File: src/hw/rtl/lmvc_pkg.sv
package lmvc_pkg;

  localparam int LMVC_FRAC_BITS = 16;
  localparam int LMVC_ONE       = 1 << LMVC_FRAC_BITS;

  // Thresholds rounded to the fixed-point grid
  localparam int LMVC_C_STOP  = (LMVC_ONE + 50) / 100;
  localparam int LMVC_C_SHORT = (LMVC_ONE * 6 + 5) / 10;
  localparam int LMVC_C_SMALL = (LMVC_ONE + 5) / 10;
  localparam int LMVC_C_BIAS  = (LMVC_ONE + 500) / 1000;

  localparam logic [17:0] LMVC_GAIN_P_RST  = 18'd6554;
  localparam logic [17:0] LMVC_GAIN_I_RST  = 18'd26214;
  localparam logic [17:0] LMVC_GAIN_D_RST  = 18'd52429;
  localparam logic [22:0] LMVC_MAX_VEL_RST = 23'd32768;

  localparam int LMVC_SQRT_STEPS = 25;
  localparam int LMVC_DIV_STEPS  = 17;

  typedef enum logic [1:0] {
    REG_GAIN_P  = 2'd0,
    REG_GAIN_I  = 2'd1,
    REG_GAIN_D  = 2'd2,
    REG_MAX_VEL = 2'd3
  } lmvc_reg_e;

  typedef enum logic {
    KIND_START = 1'b0,
    KIND_TICK  = 1'b1
  } lmvc_kind_e;

  typedef enum logic [4:0] {
    S_IDLE,
    S_ST_SQX, S_ST_SQY, S_ST_SUM, S_ST_ROOTW,
    S_ST_DIVX, S_ST_DIVXW, S_ST_DIVY, S_ST_DIVYW,
    S_ST_PV, S_ST_PVW,
    S_TK_CHK, S_TK_P, S_TK_D, S_TK_C, S_TK_X, S_TK_E2, S_TK_LO, S_TK_HI,
    S_TK_SUM, S_TK_AX, S_TK_AY, S_TK_AYW,
    S_TK_T1, S_TK_T2, S_TK_T3, S_TK_ROOTW, S_TK_FIN
  } lmvc_state_e;

  // Request to the shared root / divide unit
  typedef struct packed {
    logic        is_sqrt;
    logic [49:0] src;      // bits fed in from the top, MSB first
    logic [27:0] rem;      // initial partial remainder
    logic [24:0] divisor;
  } lmvc_iter_req_t;

  function automatic logic signed [23:0] lmvc_sat24(logic signed [44:0] v);
    logic signed [23:0] r;
    if (v > 45'sd8388607) begin
      r = 24'sh7FFFFF;
    end else if (v < -45'sd8388608) begin
      r = 24'sh800000;
    end else begin
      r = v[23:0];
    end
    return r;
  endfunction

  // Scale a velocity by a split ratio, apply the axis sign, saturate
  function automatic logic signed [23:0] lmvc_axis(logic signed [65:0] prod, logic neg);
    logic signed [24:0] m;
    logic signed [44:0] r;
    m = prod[40:16];
    r = neg ? -45'(m) : 45'(m);
    return lmvc_sat24(r);
  endfunction

endpackage

File: src/hw/rtl/lmvc_iter.sv
module lmvc_iter (
  input  logic                    clk_i,
  input  logic                    rst_ni,
  input  logic                    start_i,
  input  lmvc_pkg::lmvc_iter_req_t req_i,
  output logic                    done_o,
  output logic [24:0]             res_o
);

  logic        busy_q, busy_d;
  logic        done_q, done_d;
  logic [4:0]  cnt_q, cnt_d;
  logic        sqrt_q;
  logic [49:0] src_q;
  logic [27:0] rem_q;
  logic [24:0] root_q;
  logic [24:0] div_q;

  logic [27:0] rem_sh;
  logic [27:0] trial;
  logic        ge;

  // One digit per cycle: shift in, compare, subtract
  always_comb begin
    rem_sh = sqrt_q ? {rem_q[25:0], src_q[49:48]} : {rem_q[26:0], src_q[49]};
    trial  = sqrt_q ? {1'b0, root_q, 2'b01} : {3'b0, div_q};
    ge     = rem_sh >= trial;
  end

  always_comb begin
    busy_d = busy_q;
    cnt_d  = cnt_q;
    done_d = 1'b0;
    if (start_i) begin
      busy_d = 1'b1;
      cnt_d  = req_i.is_sqrt ? 5'(lmvc_pkg::LMVC_SQRT_STEPS) : 5'(lmvc_pkg::LMVC_DIV_STEPS);
    end else if (busy_q) begin
      cnt_d = cnt_q - 5'd1;
      if (cnt_q == 5'd1) begin
        busy_d = 1'b0;
        done_d = 1'b1;
      end
    end
  end

  always_ff @(posedge clk_i or negedge rst_ni) begin
    if (!rst_ni) begin
      busy_q <= 1'b0;
      done_q <= 1'b0;
      cnt_q  <= '0;
    end else begin
      busy_q <= busy_d;
      done_q <= done_d;
      cnt_q  <= cnt_d;
    end
  end

  always_ff @(posedge clk_i) begin
    if (start_i) begin
      sqrt_q <= req_i.is_sqrt;
      src_q  <= req_i.src;
      rem_q  <= req_i.rem;
      div_q  <= req_i.divisor;
      root_q <= '0;
    end else if (busy_q) begin
      rem_q  <= ge ? rem_sh - trial : rem_sh;
      root_q <= {root_q[23:0], ge};
      src_q  <= sqrt_q ? {src_q[47:0], 2'b00} : {src_q[48:0], 1'b0};
    end
  end

  assign done_o = done_q;
  assign res_o  = root_q;

  a_done_after_busy : assert property (@(posedge clk_i) disable iff (!rst_ni)
    done_q |-> $past(busy_q)) else $error("done without a running operation");
  a_no_restart : assert property (@(posedge clk_i) disable iff (!rst_ni)
    start_i |-> !busy_q) else $error("start while busy");
  a_cnt_live : assert property (@(posedge clk_i) disable iff (!rst_ni)
    busy_q |-> cnt_q != 5'd0) else $error("busy with empty step count");

endmodule

File: src/hw/rtl/linear_move_velocity_controller_top.sv
// Linear move velocity controller. A start item (kind 0) latches the move and
// produces no result; a tick item (kind 1) during a move produces one velocity
// item, plus a final zero-velocity item with finished set when the odometry
// distance reaches the goal, or only a single stop item when the goal or the
// remaining distance is under 0.01; a tick with no move produces nothing. One
// item is processed at a time and in_stall_o stays high until it is done. All
// multiplies run through one 33x33 multiplier, and one shared unit does floor
// square roots (25 steps) and ratio divides (17 steps). A start does one root,
// two divides and three multiplies; a start with zero displacement skips the
// divides. A tick does eleven multiplies and one root, plus a final state when
// it ends in a stop item, plus any wait for the output slot. A tick that stops
// at once goes straight back to idle from its check state once the output slot
// is free. Results wait in an output register, so the next item can be taken
// while a result is still stalled; a tick that needs to emit waits only for
// that slot.
module linear_move_velocity_controller_top (
  input  logic               clk_i,
  input  logic               rst_ni,
  // input items
  input  logic               in_valid_i,
  output logic               in_stall_o,
  input  logic               kind_i,
  input  logic signed [23:0] target_dx_i,
  input  logic signed [23:0] target_dy_i,
  input  logic signed [23:0] pos_x_i,
  input  logic signed [23:0] pos_y_i,
  input  logic        [19:0] elapsed_i,
  // result items
  output logic               out_valid_o,
  input  logic               out_stall_i,
  output logic signed [23:0] vel_x_o,
  output logic signed [23:0] vel_y_o,
  output logic               finished_o,
  // configuration
  input  logic               psel,
  input  logic               penable,
  input  logic               pwrite,
  input  logic        [3:0]  paddr,
  input  logic        [31:0] pwdata,
  output logic        [31:0] prdata,
  output logic               pready
);

  // ---------------------------------------------------------------- config
  logic [17:0] gain_p_q, gain_i_q, gain_d_q;
  logic [22:0] max_vel_q;
  lmvc_pkg::lmvc_reg_e reg_sel;

  assign reg_sel = lmvc_pkg::lmvc_reg_e'(paddr[3:2]);
  assign pready  = 1'b1;

  always_ff @(posedge clk_i or negedge rst_ni) begin
    if (!rst_ni) begin
      gain_p_q  <= lmvc_pkg::LMVC_GAIN_P_RST;
      gain_i_q  <= lmvc_pkg::LMVC_GAIN_I_RST;
      gain_d_q  <= lmvc_pkg::LMVC_GAIN_D_RST;
      max_vel_q <= lmvc_pkg::LMVC_MAX_VEL_RST;
    end else if (psel && penable && pwrite) begin
      unique case (reg_sel)
        lmvc_pkg::REG_GAIN_P:  gain_p_q  <= pwdata[17:0];
        lmvc_pkg::REG_GAIN_I:  gain_i_q  <= pwdata[17:0];
        lmvc_pkg::REG_GAIN_D:  gain_d_q  <= pwdata[17:0];
        lmvc_pkg::REG_MAX_VEL: max_vel_q <= pwdata[22:0];
        default: ;
      endcase
    end
  end

  always_comb begin
    unique case (reg_sel)
      lmvc_pkg::REG_GAIN_P:  prdata = {14'b0, gain_p_q};
      lmvc_pkg::REG_GAIN_I:  prdata = {14'b0, gain_i_q};
      lmvc_pkg::REG_GAIN_D:  prdata = {14'b0, gain_d_q};
      lmvc_pkg::REG_MAX_VEL: prdata = {9'b0, max_vel_q};
      default:               prdata = '0;
    endcase
  end

  // ---------------------------------------------------------------- state
  lmvc_pkg::lmvc_state_e state_q, state_d;

  logic               kind_q;
  logic signed [23:0] dx_q, dy_q, px_q, py_q;
  logic        [19:0] el_q;

  logic               moving_q;
  logic signed [23:0] start_x_q, start_y_q;
  logic        [23:0] goal_q, trav_q;
  logic        [16:0] split_x_q, split_y_q;
  logic               neg_x_q, neg_y_q;
  logic signed [23:0] prev_q, vel_q, ox_q;

  // tick scratch
  logic        [24:0] e_q;
  logic        [26:0] p_q;
  logic signed [25:0] d_q;
  logic        [31:0] x_q;
  logic        [39:0] e2_q;
  logic        [51:0] lo_q;
  logic        [49:0] acc_q;

  // output slot
  logic               out_vld_q;
  logic signed [23:0] vx_q, vy_q;
  logic               fin_q;
  logic               out_free;
  logic               out_load;

  assign out_free = !out_vld_q || !out_stall_i;
  assign in_stall_o = (state_q != lmvc_pkg::S_IDLE);

  // ---------------------------------------------------------------- helpers
  logic        [23:0] ax, ay;
  logic        [24:0] axy;
  logic signed [24:0] dpx, dpy;
  logic signed [25:0] remain;
  logic               stop_now;
  logic        [22:0] coef;
  logic        [72:0] prod;
  logic        [42:0] it;
  logic signed [44:0] vsum;
  logic        [23:0] root_sat;
  logic signed [24:0] prev_w, lim;

  logic               it_start, it_done;
  logic        [24:0] it_res;
  lmvc_pkg::lmvc_iter_req_t it_req;

  logic               mul_en;
  logic signed [32:0] mul_a, mul_b;
  logic signed [65:0] mq_q;

  always_comb begin
    ax       = dx_q[23] ? 24'(-dx_q) : 24'(dx_q);
    ay       = dy_q[23] ? 24'(-dy_q) : 24'(dy_q);
    axy      = {1'b0, ax} + {1'b0, ay};
    dpx      = 25'(px_q) - 25'(start_x_q);
    dpy      = 25'(py_q) - 25'(start_y_q);
    remain   = $signed({2'b0, goal_q}) - $signed({2'b0, trav_q});
    stop_now = (goal_q < 24'(lmvc_pkg::LMVC_C_STOP)) ||
               (remain < $signed(26'(lmvc_pkg::LMVC_C_STOP)));
    // small goals use a fixed 1.25 * gain_i coefficient
    coef     = (goal_q <= 24'(lmvc_pkg::LMVC_C_SMALL)) ?
               23'(({3'b0, gain_i_q, 2'b00} + {5'b0, gain_i_q}) >> 2) : mq_q[41:19];
    // time term: x * elapsed^2 from two partial products
    prod     = {1'b0, mq_q[51:0], 20'b0} + {21'b0, lo_q};
    it       = (prod[72:63] != '0 || (prod[62] && prod[61:0] != '0)) ?
               43'h400_0000_0000 : prod[62:20];
    vsum     = $signed({18'b0, p_q}) - 45'(d_q) + $signed({2'b0, it});
    root_sat = it_res[24] ? 24'hFFFFFF : it_res[23:0];
    prev_w   = 25'(prev_q);
    lim      = $signed({2'b0, max_vel_q});
  end

  // load the output slot with a stop or velocity item
  assign out_load = out_free &&
                    ((state_q == lmvc_pkg::S_TK_CHK && moving_q && stop_now) ||
                     state_q == lmvc_pkg::S_TK_AYW || state_q == lmvc_pkg::S_TK_FIN);

  // ---------------------------------------------------------------- next state
  always_comb begin
    state_d = state_q;
    unique case (state_q)
      lmvc_pkg::S_IDLE:
        if (in_valid_i) begin
          state_d = (kind_i == lmvc_pkg::KIND_TICK) ? lmvc_pkg::S_TK_CHK : lmvc_pkg::S_ST_SQX;
        end
      lmvc_pkg::S_ST_SQX:   state_d = lmvc_pkg::S_ST_SQY;
      lmvc_pkg::S_ST_SQY:   state_d = lmvc_pkg::S_ST_SUM;
      lmvc_pkg::S_ST_SUM:   state_d = lmvc_pkg::S_ST_ROOTW;
      lmvc_pkg::S_ST_ROOTW:
        if (it_done) begin
          state_d = (axy == '0) ? lmvc_pkg::S_ST_PV : lmvc_pkg::S_ST_DIVX;
        end
      lmvc_pkg::S_ST_DIVX:  state_d = lmvc_pkg::S_ST_DIVXW;
      lmvc_pkg::S_ST_DIVXW: if (it_done) state_d = lmvc_pkg::S_ST_DIVY;
      lmvc_pkg::S_ST_DIVY:  state_d = lmvc_pkg::S_ST_DIVYW;
      lmvc_pkg::S_ST_DIVYW: if (it_done) state_d = lmvc_pkg::S_ST_PV;
      lmvc_pkg::S_ST_PV:    state_d = lmvc_pkg::S_ST_PVW;
      lmvc_pkg::S_ST_PVW:   state_d = lmvc_pkg::S_IDLE;
      lmvc_pkg::S_TK_CHK:
        if (!moving_q) begin
          state_d = lmvc_pkg::S_IDLE;
        end else if (stop_now) begin
          if (out_free) state_d = lmvc_pkg::S_IDLE;
        end else begin
          state_d = lmvc_pkg::S_TK_P;
        end
      lmvc_pkg::S_TK_P:     state_d = lmvc_pkg::S_TK_D;
      lmvc_pkg::S_TK_D:     state_d = lmvc_pkg::S_TK_C;
      lmvc_pkg::S_TK_C:     state_d = lmvc_pkg::S_TK_X;
      lmvc_pkg::S_TK_X:     state_d = lmvc_pkg::S_TK_E2;
      lmvc_pkg::S_TK_E2:    state_d = lmvc_pkg::S_TK_LO;
      lmvc_pkg::S_TK_LO:    state_d = lmvc_pkg::S_TK_HI;
      lmvc_pkg::S_TK_HI:    state_d = lmvc_pkg::S_TK_SUM;
      lmvc_pkg::S_TK_SUM:   state_d = lmvc_pkg::S_TK_AX;
      lmvc_pkg::S_TK_AX:    state_d = lmvc_pkg::S_TK_AY;
      lmvc_pkg::S_TK_AY:    state_d = lmvc_pkg::S_TK_AYW;
      lmvc_pkg::S_TK_AYW:   if (out_free) state_d = lmvc_pkg::S_TK_T1;
      lmvc_pkg::S_TK_T1:    state_d = lmvc_pkg::S_TK_T2;
      lmvc_pkg::S_TK_T2:    state_d = lmvc_pkg::S_TK_T3;
      lmvc_pkg::S_TK_T3:    state_d = lmvc_pkg::S_TK_ROOTW;
      lmvc_pkg::S_TK_ROOTW:
        if (it_done) begin
          state_d = (root_sat >= goal_q) ? lmvc_pkg::S_TK_FIN : lmvc_pkg::S_IDLE;
        end
      lmvc_pkg::S_TK_FIN:   if (out_free) state_d = lmvc_pkg::S_IDLE;
      default:              state_d = lmvc_pkg::S_IDLE;
    endcase
  end

  // ---------------------------------------------------------------- unit control
  always_comb begin
    mul_en   = 1'b1;
    mul_a    = '0;
    mul_b    = '0;
    it_start = 1'b0;
    it_req   = '0;
    unique case (state_q)
      lmvc_pkg::S_ST_SQX: begin mul_a = 33'(dx_q); mul_b = 33'(dx_q); end
      lmvc_pkg::S_ST_SQY: begin mul_a = 33'(dy_q); mul_b = 33'(dy_q); end
      lmvc_pkg::S_ST_SUM, lmvc_pkg::S_TK_T3: begin
        mul_en         = 1'b0;
        it_start       = 1'b1;
        it_req.is_sqrt = 1'b1;
        it_req.src     = acc_q + mq_q[49:0];
      end
      lmvc_pkg::S_ST_DIVX: begin
        mul_en         = 1'b0;
        it_start       = 1'b1;
        it_req.src     = {ax[0], 49'b0};
        it_req.rem     = {5'b0, ax[23:1]};
        it_req.divisor = axy;
      end
      lmvc_pkg::S_ST_DIVY: begin
        mul_en         = 1'b0;
        it_start       = 1'b1;
        it_req.src     = {ay[0], 49'b0};
        it_req.rem     = {5'b0, ay[23:1]};
        it_req.divisor = axy;
      end
      lmvc_pkg::S_ST_PV: begin
        mul_a = $signed({15'b0, gain_p_q}); mul_b = $signed({9'b0, goal_q});
      end
      lmvc_pkg::S_TK_P: begin
        mul_a = $signed({15'b0, gain_p_q}); mul_b = $signed({8'b0, e_q});
      end
      lmvc_pkg::S_TK_D: begin
        mul_a = $signed({15'b0, gain_d_q}); mul_b = 33'(prev_q);
      end
      lmvc_pkg::S_TK_C: begin
        mul_a = $signed({15'b0, gain_i_q}); mul_b = $signed({9'b0, goal_q});
      end
      lmvc_pkg::S_TK_X: begin
        mul_a = $signed({10'b0, coef}); mul_b = $signed({8'b0, e_q});
      end
      lmvc_pkg::S_TK_E2: begin
        mul_a = $signed({13'b0, el_q}); mul_b = $signed({13'b0, el_q});
      end
      lmvc_pkg::S_TK_LO: begin
        mul_a = $signed({1'b0, x_q}); mul_b = $signed({13'b0, mq_q[19:0]});
      end
      lmvc_pkg::S_TK_HI: begin
        mul_a = $signed({1'b0, x_q}); mul_b = $signed({13'b0, e2_q[39:20]});
      end
      lmvc_pkg::S_TK_AX: begin
        mul_a = 33'(vel_q); mul_b = $signed({16'b0, split_x_q});
      end
      lmvc_pkg::S_TK_AY: begin
        mul_a = 33'(vel_q); mul_b = $signed({16'b0, split_y_q});
      end
      lmvc_pkg::S_TK_T1: begin mul_a = 33'(dpx); mul_b = 33'(dpx); end
      lmvc_pkg::S_TK_T2: begin mul_a = 33'(dpy); mul_b = 33'(dpy); end
      default: mul_en = 1'b0;
    endcase
  end

  always_ff @(posedge clk_i) begin
    if (mul_en) begin
      mq_q <= mul_a * mul_b;
    end
  end

  lmvc_iter u_iter (
    .clk_i   (clk_i),
    .rst_ni  (rst_ni),
    .start_i (it_start),
    .req_i   (it_req),
    .done_o  (it_done),
    .res_o   (it_res)
  );

  // ---------------------------------------------------------------- control regs
  always_ff @(posedge clk_i or negedge rst_ni) begin
    if (!rst_ni) begin
      state_q   <= lmvc_pkg::S_IDLE;
      moving_q  <= 1'b0;
      out_vld_q <= 1'b0;
      start_x_q <= '0;
      start_y_q <= '0;
      goal_q    <= '0;
      trav_q    <= '0;
      split_x_q <= '0;
      split_y_q <= '0;
      neg_x_q   <= 1'b0;
      neg_y_q   <= 1'b0;
      prev_q    <= '0;
    end else begin
      state_q <= state_d;
      // load a new item, else drop the slot once taken
      if (out_load) begin
        out_vld_q <= 1'b1;
      end else if (out_vld_q && !out_stall_i) begin
        out_vld_q <= 1'b0;
      end

      unique case (state_q)
        lmvc_pkg::S_ST_ROOTW:
          if (it_done) begin
            goal_q <= root_sat;
            if (axy == '0) begin
              split_x_q <= '0;
              split_y_q <= '0;
            end
          end
        lmvc_pkg::S_ST_DIVXW: if (it_done) split_x_q <= it_res[16:0];
        lmvc_pkg::S_ST_DIVYW: if (it_done) split_y_q <= it_res[16:0];
        lmvc_pkg::S_ST_PVW: begin
          prev_q    <= (mq_q[41:39] != 3'b000) ? 24'sh7FFFFF : $signed(mq_q[39:16]);
          start_x_q <= px_q;
          start_y_q <= py_q;
          neg_x_q   <= !(dx_q > 24'sd0);
          neg_y_q   <= !(dy_q > 24'sd0);
          trav_q    <= '0;
          moving_q  <= 1'b1;
        end
        lmvc_pkg::S_TK_CHK:
          if (moving_q) begin
            if (stop_now) begin
              if (out_free) moving_q <= 1'b0;
            end else if (goal_q < 24'(lmvc_pkg::LMVC_C_SHORT)) begin
              // short move: hold the previous velocity inside the step limit
              if (prev_w > lim) begin
                prev_q <= 24'(lim);
              end else if (prev_w < -lim) begin
                prev_q <= 24'(-lim);
              end
            end
          end
        lmvc_pkg::S_TK_SUM: prev_q <= lmvc_pkg::lmvc_sat24(vsum);
        lmvc_pkg::S_TK_ROOTW: if (it_done) trav_q <= root_sat;
        lmvc_pkg::S_TK_FIN: if (out_free) moving_q <= 1'b0;
        default: ;
      endcase
    end
  end

  // ---------------------------------------------------------------- payload regs
  always_ff @(posedge clk_i) begin
    if (state_q == lmvc_pkg::S_IDLE && in_valid_i) begin
      kind_q <= kind_i;
      dx_q   <= target_dx_i;
      dy_q   <= target_dy_i;
      px_q   <= pos_x_i;
      py_q   <= pos_y_i;
      el_q   <= elapsed_i;
    end
    unique case (state_q)
      lmvc_pkg::S_ST_SQY, lmvc_pkg::S_TK_T2: acc_q <= mq_q[49:0];
      lmvc_pkg::S_TK_CHK: begin
        e_q <= 25'({2'b0, goal_q} + 26'(lmvc_pkg::LMVC_C_BIAS) - {2'b0, trav_q});
        if (stop_now && out_free) begin
          vx_q  <= '0;
          vy_q  <= '0;
          fin_q <= 1'b1;
        end
      end
      lmvc_pkg::S_TK_D:   p_q  <= mq_q[42:16];
      lmvc_pkg::S_TK_C:   d_q  <= mq_q[41:16];
      lmvc_pkg::S_TK_E2:  x_q  <= mq_q[47:16];
      lmvc_pkg::S_TK_LO:  e2_q <= mq_q[39:0];
      lmvc_pkg::S_TK_HI:  lo_q <= mq_q[51:0];
      lmvc_pkg::S_TK_SUM: vel_q <= lmvc_pkg::lmvc_sat24(vsum);
      lmvc_pkg::S_TK_AY:  ox_q <= lmvc_pkg::lmvc_axis(mq_q, neg_x_q);
      lmvc_pkg::S_TK_AYW:
        if (out_free) begin
          vx_q  <= ox_q;
          vy_q  <= lmvc_pkg::lmvc_axis(mq_q, neg_y_q);
          fin_q <= 1'b0;
        end
      lmvc_pkg::S_TK_FIN:
        if (out_free) begin
          vx_q  <= '0;
          vy_q  <= '0;
          fin_q <= 1'b1;
        end
      default: ;
    endcase
  end

  assign out_valid_o = out_vld_q;
  assign vel_x_o     = vx_q;
  assign vel_y_o     = vy_q;
  assign finished_o  = fin_q;

  a_stop_is_zero : assert property (@(posedge clk_i) disable iff (!rst_ni)
    out_vld_q && fin_q |-> vx_q == '0 && vy_q == '0)
    else $error("stop item carries a nonzero velocity");
  a_tick_needs_move : assert property (@(posedge clk_i) disable iff (!rst_ni)
    state_q == lmvc_pkg::S_TK_P |-> moving_q && kind_q == lmvc_pkg::KIND_TICK)
    else $error("tick math without an active move");
  a_out_hold : assert property (@(posedge clk_i) disable iff (!rst_ni)
    out_vld_q && out_stall_i |=> out_vld_q && $stable(vx_q) && $stable(vy_q) &&
    $stable(fin_q))
    else $error("stalled result item changed");

endmodule

File: config.mk
export PLATFORM = sky130hd
export DESIGN_NAME = linear_move_velocity_controller_top
export DESIGN_NICKNAME = d
export VERILOG_FILES = /design/src/hw/rtl/lmvc_pkg.sv /design/src/hw/rtl/lmvc_iter.sv /design/src/hw/rtl/linear_move_velocity_controller_top.sv
export SDC_FILE = /design/constraint.sdc
export NUM_CORES = 2
export LEC_CHECK = 0
export ABC_AREA = 1
export BUFFER_PORTS_ARGS = -buffer_cell sky130_fd_sc_hd__buf_2
export CELL_PAD_IN_SITES_DETAIL_PLACEMENT = 2
export CELL_PAD_IN_SITES_GLOBAL_PLACEMENT = 2
export CORE_MARGIN = 1.5
export CORE_UTILIZATION = 40
export CTS_CLUSTER_SIZE = 28
export DETAILED_ROUTE_END_ITERATION = 10
export MAX_ROUTING_LAYER = met4
export PLACE_DENSITY_LB_ADDON = 0.1
export SLEW_MARGIN = 20
export SYNTH_ARGS = -nofsm -noshare
export SYNTH_HDL_FRONTEND = slang
export SYNTH_HIERARCHICAL = 1
export SYNTH_SLANG_ARGS = --single-unit
File: constraint.sdc
create_clock -name clk_i -period 14.5 [get_ports clk_i]
set_input_delay 2.9 -clock clk_i [delete_from_list [all_inputs] [get_ports clk_i]]
set_output_delay 2.9 -clock clk_i [all_outputs]
set_load 0.01 [all_outputs]
==> metrics.yaml <==
grt:
  grt_overflow: 0
  grt_max_degree: 140
  grt_usage_pct: 38.8
  first_global_vias: 95000
  antenna_found_initial: 41
  grt_pass1_wl_mm: 649
placed_design:
  gp_congestion: 0.997
  portBuffers: 222
  dp_hpwl_mm: 357
  pre_cts_ws_ns: 1.40
timing:
  finalCritPeriodShare_pct: 90.3
  slew_headroom_pct: 14.7
  finalWorstSetupSlack_ns: 1.41
  finalMaxSlewViolations: 0
  tightest_slew_ns: 1.28
  rsz0062_at_grt: "no"
  setup_viol: 0
  min_period_ns: 13.09
  tns_ns: 0
  hold_viol_final: 0
  fin_skew_ns: 0.0396
  max_clock_freq_ghz: 0.0764
setup_path:
  cp-endpoint: "mq_q[51]"
  path_buf_inv: 9
  path_depth: 32
  arrival_ns: 13.67
  crit_start: "state_q[4]"
  worstSetupPathType: "register to register"
  crit_top_cell: "fa_1"
  critPathMaxStageDelay_ns: 1.11
  cp.required_ns: 15.08
  cpLargestDelayFamily: "adder cells"
  reg2reg_to: "mq_q[51]"
  crit_fanout: 19
  cp-end-kind: "register"
  r2r_cells: 32
  r2r_slack_ns: 1.41
  worstSetupStartpointType: "register"
  reg2reg_from: "state_q[4]"
  worst_path_max_delay_cell: "fa_1"
clock_network:
  clock-root-buffer: "clkbuf_16"
  postCtsSetupBuffers: 0
  cts_tree: "built"
  cts_num_sinks: 872
  cts_hold_buf: 0
  cts_made_buffers: 108
  h-tree-depth: 3
  ctsResizeCount: 0
  worstSkewPairLatency_ns: 0.84
  clkTransAtPathRegs_ns: 0.06
  cts_buffer_depth: 3
yosys:
  syn_inst: 11700
  synthMuxAreaShare_pct: 0.0322
  synth_top_family_by_area: "adder cells"
  synth-seq-cells: 872
  synth_enable_flop_cells: 600
  ys.flop_type: "edfxtp_1"
  synth_cell_type_count: 72
  async_flop_share_pct: 28.3
  synth_area_per_cell_um2: 7.96
  synth_xor_area_share_pct: 2.88
  synth-adder-area-share_pct: 29.0
  synth_compound_area_share_pct: 10.1
  synth-warning-count: 6
  netlist_area_um2: 93200
  ys_seq_area_share_pct: 26.5
  synthSimpleGateAreaFrac_pct: 19.8
detailed_routing:
  dr.pass1.iters: 5
  vias_per_cell: 5.66
  via_count: 85200
  drc_errors: 0
  wl_per_cell_um: 29.4
  drtIter0Drc: 6589
  drtAntennaViolNets: 0
  finalWirelength_mm: 443
floorplan:
  fp-row-count: 177
  core_um2: 232000
  die_h_um: 486
  initial_core_util_pct: 40.2
  dieWidth_um: 486
  die-area_um2: 236000
  io_pins: 244
finish:
  fin_nets: 13600
  final_cell_mix: "2604 x nand2_1, 2429 x inv_1, 1029 x nor2_1"
  mostFrequentLayoutCell: "nand2_1"
  drive_above_1_share_pct: 6.77
  areaGrowthSynthToFinish_pct: 9.58
run_status:
  status: "finished clean"
hold_path:
  min_path_type: "register to register"
job:
  maxCapViolCount: 0
-- cell type report --
type / instances / area, um2
Fill cell: 26400 / 130000
Multi-Input combinational cell: 8028 / 57900
Sequential cell: 872 / 24700
Inverter: 2477 / 9300
Tap cell: 3043 / 3810
Clock buffer: 128 / 2910
Timing Repair Buffer: 414 / 2590
Clock inverter: 73 / 853
Antenna cell: 30 / 75.1
-- cell families after synthesis --
family,count (synthesis)
compound gates,1671
xor+xnor,306
fa+ha+maj,1568
buf+inv,2825
flops,872
mux,3
other cells,2
simple gates,4466
-- routing by layer --
metal,routed length [um],up-vias,track usage (%)
met2,209000,2620,62.1
met5,0,-,-
li1,-,37200,-
met1,177000,44500,46.4
met3,27000,965,6.02
met4,30300,0,22.5
-- registers in the layout (all words and copies together), names as in the netlist, 25 cells and up --
register / cells
acc_q: 50
e_q: 25
mq_q: 52
lo_q: 52
u_iter/res_o: 25
p_q: 27
x_q: 32
u_iter/src_q: 50
u_iter/div_q: 25
d_q: 26
u_iter/rem_q: 27
-- metrics by stage --
step / hold WS [ns] / instance area, um2 / cells / utilization, %
floorplan: 0.448 / 93200 / 11700 / -
global placement: 0.467 / 98200 / 14800 / 42.3
detailed placement: 0.477 / 98300 / 14800 / 42.3
CTS: 0.492 / 102000 / 15000 / 44.0
global route: 0.517 / 102000 / 15100 / 44.0
finish: 0.492 / 102000 / 15100 / 44.0
-- worst min-delay path, stage by stage, from the launching register on --
cell and delay [ns]:
dfrtp_1 0.34, nand2_1 0.05, o21ai_0 0.06
-- synthesized netlist by cell type, types with 18 or more instances --
cell type | n | share of area (%)
nor3_1 | 90 | 0.48
fa_1 | 985 | 21
a21oi_1 | 692 | 3.7
o22ai_1 | 65 | 0.44
buf_1 | 23 | 0.093
o2111ai_1 | 24 | 0.23
nor2_1 | 1037 | 4.2
nand3_1 | 392 | 2.1
or2_2 | 42 | 0.28
nand3b_1 | 25 | 0.20
edfxtp_1 | 600 | 19
o211ai_1 | 39 | 0.31
inv_2 | 28 | 0.11
a21o_1 | 22 | 0.18
a221oi_1 | 25 | 0.23
nand2_1 | 2609 | 11
buf_4 | 22 | 0.18
o21ai_0 | 555 | 3.0
a211oi_1 | 18 | 0.14
nor4_1 | 47 | 0.32
o21bai_1 | 30 | 0.24
dfrtp_1 | 222 | 6.0
nand4_1 | 140 | 0.94
a22o_1 | 42 | 0.39
a31oi_1 | 43 | 0.29
inv_1 | 2433 | 9.8
xnor2_1 | 88 | 0.83
dfxtp_1 | 25 | 0.54
clkbuf_1 | 236 | 0.95
dfstp_2 | 25 | 0.70
xor2_1 | 218 | 2.0
ha_1 | 583 | 7.8
buf_2 | 59 | 0.32
-- how the worst min path moves through the flow --
stage | start | to | slack, ns | cells after the start
2_1_floorplan | u_iter/res_o[24] | u_iter/res_o[24] | 0.45 | 2
3_3_place_gp | split_x_q[8] | split_x_q[8] | 0.47 | 2
3_5_place_dp | split_x_q[7] | split_x_q[7] | 0.48 | 2
4_1_cts | split_x_q[7] | split_x_q[7] | 0.49 | 2
5_1_grt | split_x_q[9] | split_x_q[9] | 0.52 | 2
6_report | split_x_q[7] | split_x_q[7] | 0.49 | 2
Power is left out: the tool's default activity adds up to more than one toggle a clock period on the data nets, which glitch-free logic cannot reach.
